## config.mk

```make
export PLATFORM = sky130hd
export DESIGN_NAME = fgn_div_cell
export DESIGN_NICKNAME = d
export VERILOG_FILES = /design/src/hdl/fgn_pkg.sv /design/src/hdl/fgn_div_cell.sv
export SDC_FILE = /design/constraint.sdc
export NUM_CORES = 1
export LEC_CHECK = 0
export BUFFER_PORTS_ARGS = -buffer_cell sky130_fd_sc_hd__buf_2
export CORE_ASPECT_RATIO = 1.5
export CORE_MARGIN = 2
export CORE_UTILIZATION = 53
export CTS_CLUSTER_SIZE = 14
export DETAILED_ROUTE_END_ITERATION = 7
export PLACE_DENSITY = 0.85
export SLEW_MARGIN = 20
export SYNTH_ARGS = -nofsm -noshare
export SYNTH_HDL_FRONTEND = slang
export SYNTH_SLANG_ARGS = --single-unit
```

## constraint.sdc

```tcl
create_clock -name clk -period 7.3 [get_ports clk]
set_input_delay 0.73 -clock clk [delete_from_list [all_inputs] [get_ports clk]]
set_output_delay 0.73 -clock clk [all_outputs]
set_load 0.1 [all_outputs]
```

## src/hdl/fgn_pkg.sv

```systemverilog
package fgn_pkg;

  localparam int FRAC_BITS       = 16;
  localparam int MAX_OCTAVES_DEF = 8;
  localparam int MAX_OCTAVES_HI  = 16;
  localparam int ONE             = 1 << FRAC_BITS;

  localparam int COORD_W = 32;
  localparam int FREQ_W  = 32;
  localparam int AMP_W   = 32;
  localparam int SEED_W  = 32;
  localparam int PERS_W  = 18;
  localparam int LAC_W   = 20;
  localparam int OCT_W   = 4;
  localparam int MODE_W  = 2;
  localparam int CFG_W   = 32;
  localparam int IDX_W   = 3;
  localparam int OUT_W   = 18;

  localparam int REM_W   = $clog2(MAX_OCTAVES_HI + 1);
  localparam int FW      = FRAC_BITS + 2;
  localparam int LW      = FRAC_BITS + 6;
  localparam int NOISE_W = FRAC_BITS + 3;
  localparam int PROD_W  = NOISE_W + AMP_W + 1;
  localparam int ACC_W   = PROD_W + $clog2(MAX_OCTAVES_HI);
  localparam int TOT_W   = AMP_W + $clog2(MAX_OCTAVES_HI);
  localparam int QUOT_W  = NOISE_W;
  localparam int CELL_LAT = 8;

  localparam logic [31:0] HASH_KX = 32'd73856093;
  localparam logic [31:0] HASH_KY = 32'd19349663;
  localparam logic [31:0] HASH_KS = 32'd83492791;
  localparam logic [31:0] HASH_KM = 32'd1274126177;
  localparam int HASH_SHIFT = 13;

  localparam logic [OCT_W-1:0]  RST_OCTAVES = 4'd4;
  localparam logic [FREQ_W-1:0] RST_FREQ    = 32'd65536;
  localparam logic [PERS_W-1:0] RST_PERS    = 18'd32768;
  localparam logic [LAC_W-1:0]  RST_LAC     = 20'd131072;

  typedef enum logic [IDX_W-1:0] {
    CFG_OCTAVES = 3'd0,
    CFG_MODE    = 3'd1,
    CFG_SEED    = 3'd2,
    CFG_FREQ    = 3'd3,
    CFG_PERS    = 3'd4,
    CFG_LAC     = 3'd5
  } cfg_index_t;

  typedef enum logic [MODE_W-1:0] {
    MODE_PLAIN  = 2'd0,
    MODE_RIDGED = 2'd1,
    MODE_BILLOW = 2'd2
  } mode_t;

  typedef enum logic [1:0] {
    GRAD_PP = 2'd0,
    GRAD_NP = 2'd1,
    GRAD_PN = 2'd2,
    GRAD_NN = 2'd3
  } grad_t;

  typedef struct packed {
    logic [MODE_W-1:0] mode;
    logic [PERS_W-1:0] pers;
    logic [LAC_W-1:0]  lac;
  } cell_cfg_t;

  typedef struct packed {
    logic                       valid;
    logic signed [COORD_W-1:0]  x;
    logic signed [COORD_W-1:0]  y;
    logic [FREQ_W-1:0]          freq;
    logic [AMP_W-1:0]           amp;
    logic [SEED_W-1:0]          seed;
    logic [REM_W-1:0]           rem;
    logic signed [ACC_W-1:0]    acc;
    logic [TOT_W-1:0]           total;
  } chain_t;

  typedef struct packed {
    logic              valid;
    logic              neg;
    logic [ACC_W-1:0]  rem;
    logic [TOT_W-1:0]  total;
    logic [QUOT_W-1:0] q;
  } div_t;

  function automatic logic signed [NOISE_W-1:0] grad_dot(
      logic [1:0] g, logic signed [FW-1:0] dx, logic signed [FW-1:0] dy);
    logic signed [NOISE_W-1:0] ex;
    logic signed [NOISE_W-1:0] ey;
    logic signed [NOISE_W-1:0] r;
    ex = dx;
    ey = dy;
    unique case (grad_t'(g))
      GRAD_PP: r = ex + ey;
      GRAD_NP: r = ey - ex;
      GRAD_PN: r = ex - ey;
      GRAD_NN: r = -ex - ey;
    endcase
    return r;
  endfunction

  function automatic logic signed [NOISE_W-1:0] lerp(
      logic signed [NOISE_W-1:0] a, logic signed [NOISE_W-1:0] b,
      logic signed [FW-1:0] w);
    logic signed [NOISE_W:0]    diff;
    logic signed [NOISE_W+FW:0] p;
    diff = b - a;
    p    = diff * w;
    return a + $signed(p[FRAC_BITS+NOISE_W-1:FRAC_BITS]);
  endfunction

endpackage

```

## src/hdl/fgn_div_cell.sv

```systemverilog
module fgn_div_cell #(
  parameter int BIT = 0
) (
  input  logic          clk,
  input  logic          rst,
  input  fgn_pkg::div_t din,
  output fgn_pkg::div_t dout
);
  import fgn_pkg::*;

  logic [ACC_W-1:0] shd;
  logic             take;
  div_t             dout_next;

  assign shd  = ACC_W'(din.total) << BIT;
  assign take = (din.rem >= shd) && (din.total != '0);

  always_comb begin
    dout_next        = din;
    dout_next.rem    = take ? din.rem - shd : din.rem;
    dout_next.q[BIT] = take;
    if (rst) begin
      dout_next.valid = 1'b0;
    end
  end

  always_ff @(posedge clk) begin
    dout <= dout_next;
  end

endmodule

```

# Yosys cells after proc, flatten, opt, wreduce, memory -nomap -nowiden
# Index checks and enable logic that the tools add are counted.
# W data, S select, Z words.
# op_classes
addsub,1
n_mul,0
div_mod_pow,0
magnitude_cmp,1
eq_ne,0
n_shift,0
mux,1
bitwise,0
n_reduce_logical,2
# ops
op,n
$ge A56 B36 Y1,1
$mux W56,1
$sub A56 B36 Y56,1
$reduce_bool A36 Y1,1
$logic_and A1 B1 Y1,1
# totals
register_bits,113
latch_bits,0
ramBits,0
mem_bits_ro,0
input_bits,115
memories,0

# Logic depth before layout (Yosys ltp)
# logic_depth
depth_word,3
ltp_mapped,14
ltp_nobuf,11

# Least setup slack after synthesis
# OpenSTA, ideal clock, no wires.
# synth_path
kind,input to register
startpoint,input port din[55] (netlist name)
endpoint,register dout[106] (netlist name)
setup_ns,0.143
arrival_ns,3.327
required_ns,7.157
slack_ns,3.830
path_stages,12
n_path_buf,1
cell_sequence,inv_1 > ha_1 > fa_1 > nand2b_1 > a21oi_1 > o21ai_0 > o21ai_0 > o21a_1 > nor2_4 > buf_6 > a2111oi_0 > xor2_1
# synth_lines
element,line_no,text
from (decl),fgn_div_cell.sv:6,"input fgn_pkg::div_t din,"
to (signal assigned),fgn_div_cell.sv:28,dout <= dout_next;
to (decl),fgn_div_cell.sv:7,output fgn_pkg::div_t dout

==> flow_summary.json <==
{
  "status": "finished, final reports clean",
  "slew-limit-headroom_pct": 47.5,
  "grt_max_degree": 46,
  "hold-worst-slack_ns": 0.413,
  "p_total_mw": 2.33,
  "syn_inst": 653,
  "cp_max_fo": 45,
  "cts_buffers": 17,
  "yosysWarnings": 0,
  "startpoint": "din[26]",
  "clock_sinks": 113,
  "io_pins": 228,
  "largest_reg_flops": 113,
  "synth_ff_type": "dfxtp_1",
  "grt_setup_unrepaired": "false",
  "place_ws_ns": 2.72,
  "grt_first_pass_wirelength_um": 25600,
  "via_per_inst": 5.52,
  "grt_usage_pct": 28.8,
  "tns_ns": 0,
  "min_path_cells": 1,
  "synth-seq-cells": 113,
  "synth_xor_area_share_pct": 7.92,
  "cp.arrival_ns": 4.55,
  "cp_top_family": "compound AO/OA/AOI/OAI gates",
  "fillerInstances": 889,
  "postCtsSetupBuffers": 0,
  "end_kind": "flip-flop",
  "rows": 46,
  "synth_fa_ha_area_share_pct": 8.34,
  "reg_top3": "dout (113)",
  "yosys-top-cells-area": "dfxtp_1 40%, ha_1 8.0%, nand2_1 4.9%, xor2_1 4.5%, a21oi_1 4.4%",
  "final_nets": 1030,
  "synth_compound_area_share_pct": 19.2,
  "syn-cell-area_sq_um": 5640,
  "hp-class": "primary input to flip-flop",
  "cap_violations": 0,
  "die_area_sq_um": 11500,
  "finalSetupViolCount": 0,
  "synth_area_per_cell_sq_um": 8.64,
  "regMostFlops": "dout",
  "htree_levels": 4,
  "yosysSeqAreaShare_pct": 40.1,
  "clockBufferDepth": 2,
  "hold_end": "dout[3]$_DFF_P_",
  "drtIter0Drc": 352,
  "clockRootBuffer": "clkbuf_16",
  "numPortBuffers": 226,
  "grt.overflow.total": 0,
  "antenna_left": 0,
  "die_width_um": 88.3,
  "max_slew.worst_pin.slew_ns": 0.785,
  "synth_top_family_by_area": "compound AO/OA/AOI/OAI gates",
  "wl_um": 16700,
  "fmax_mhz": 235,
  "dr.pass1.iters": 5,
  "period_minus_slack_ns": 4.25,
  "wl_per_cell_um": 16.1,
  "synth_edf_count": 0,
  "min_from": "din[3]",
  "cp_cell_sequence": "buf_2 > inv_1 > ha_1 > a21oi_1 > nand3_1 > o21ai_0 > o21ai_0 > o21a_1 > nor2_4 > buf_4 > mux2_1",
  "max-vdd-ir-drop_mv": 0.181,
  "synth_cell_type_count": 56,
  "synth_top_area_cell": "dfxtp_1",
  "drive_gt1_share_pct": 32.4,
  "antennaDiodeCount": 0,
  "required_ns": 7.60,
  "path_class": "primary input to flip-flop",
  "cts_resized": 0,
  "coreArea_sq_um": 10500,
  "yosys.cell_count.top_type": "dfxtp_1",
  "hold_viol": 0,
  "fp.dieH_um": 130,
  "worst_slack_ns": 3.05,
  "cp_slowest_cell": "nor2_4",
  "area_delta_synth_final_pct": 30.7,
  "synth_top_area_share_pct": 40.1,
  "crit_buf_inv": 3,
  "crit_path_frequent_cell": "o21ai_0",
  "clk_pin_slew_ns": 0.06,
  "slew_viol_final": 0,
  "initial_core_util_pct": 53.9,
  "synth_common_cells": "113 x dfxtp_1, 74 x nand2_1, 51 x inv_1",
  "startpoint_type": "primary input",
  "synth-async-reset-ratio_pct": 0,
  "remaining_drc_errors": 0,
  "leakagePower_nw": 3.42,
  "first_global_vias": 5444,
  "yosys.area_share.simple_pct": 18.6,
  "power_density_nw_per_um2": 316,
  "synth_fp_nets": 805,
  "dp_hpwl_um": 12900,
  "cts_tree": "done",
  "cpPeakStageDelay_ns": 0.63,
  "antenna_found_initial": 0,
  "muxShareOfSynthArea_pct": 0.200,
  "post_cts_hold_buffer_count": 0,
  "gp_congestion": 0.918,
  "via_count": 5714,
  "finalCritPeriodShare_pct": 58.2
}
-- cell usage in the layout, fill, tap and decap left out, drive strengths merged, types with 3 or more instances in the layout --
cell,n
nand4,11
o31ai,3
dfxtp,113
nand2b,4
xnor2,22
clkinv,7
nand2,74
clkbuf,17
clkinvlp,5
o21ai,62
o211ai,5
a2111oi,4
a31oi,5
a21boi,4
inv,55
nand3,13
o21bai,8
or3,8
a21o,4
a21oi,51
o21a,6
a211oi,4
nor3b,4
or4,5
nor3,24
nor2,36
ha,36
buf,227
xor2,29
nor4,19
-- power breakdown --
group	internal [mW]	total, mW	switching (mW)
logic	0.170	0.885	0.715
registers	0.687	0.702	0.0152
clock network	0.435	0.742	0.308
-- how the worst max path moves through the flow --
stage	end	slack (ns)	cells after the start
2_1_floorplan	dout[106]$_DFF_P_	3.83	12
3_3_place_gp	dout[58]$_DFF_P_	2.75	11
3_5_place_dp	dout[58]$_DFF_P_	2.72	12
4_1_cts	dout[58]$_DFF_P_	3.12	11
5_1_grt	dout[58]$_DFF_P_	2.76	11
6_report	dout[58]$_DFF_P_	3.05	11
-- metal layers --
metal  GRT usage [%]  routed length, um
met1            27.8               5760
met5               0                  0
met2            54.9               9090
met3            6.85               1100
met4            15.0                708
-- metrics by stage --
| stage | util [%] | area (sq um) | std cells |
|---|---|---|---|
| detailed placement | 65.3 | 6840 | 1003 |
| global route | 70.4 | 7370 | 1035 |
| floorplan | - | 5640 | 653 |
| finish | 70.4 | 7370 | 1035 |
| CTS | 70.4 | 7370 | 1035 |
| global placement | 65.3 | 6840 | 1003 |
-- logic make-up after synthesis --
| kind of cell | count (synthesis) |
|---|---|
| and+or+nand+nor | 211 |
| muxes | 1 |
| adders and majority gates | 37 |
| buffers and inverters | 73 |
| xor gates and xnor gates | 51 |
| DFF | 113 |
| AOI/OAI and AO/OA | 167 |
-- layout make-up --
class	instances	area [sq um]	area share, %
clock buffers	17	425	5.77
clock inverters	15	113	1.53
inverters	52	195	2.65
multi-input cells	467	3060	41.5
flip-flops and latches	113	2260	30.7
well taps	144	180	2.44
repair buffers	227	1140	15.4
Note: power is estimated with default switching activity, not from simulation.
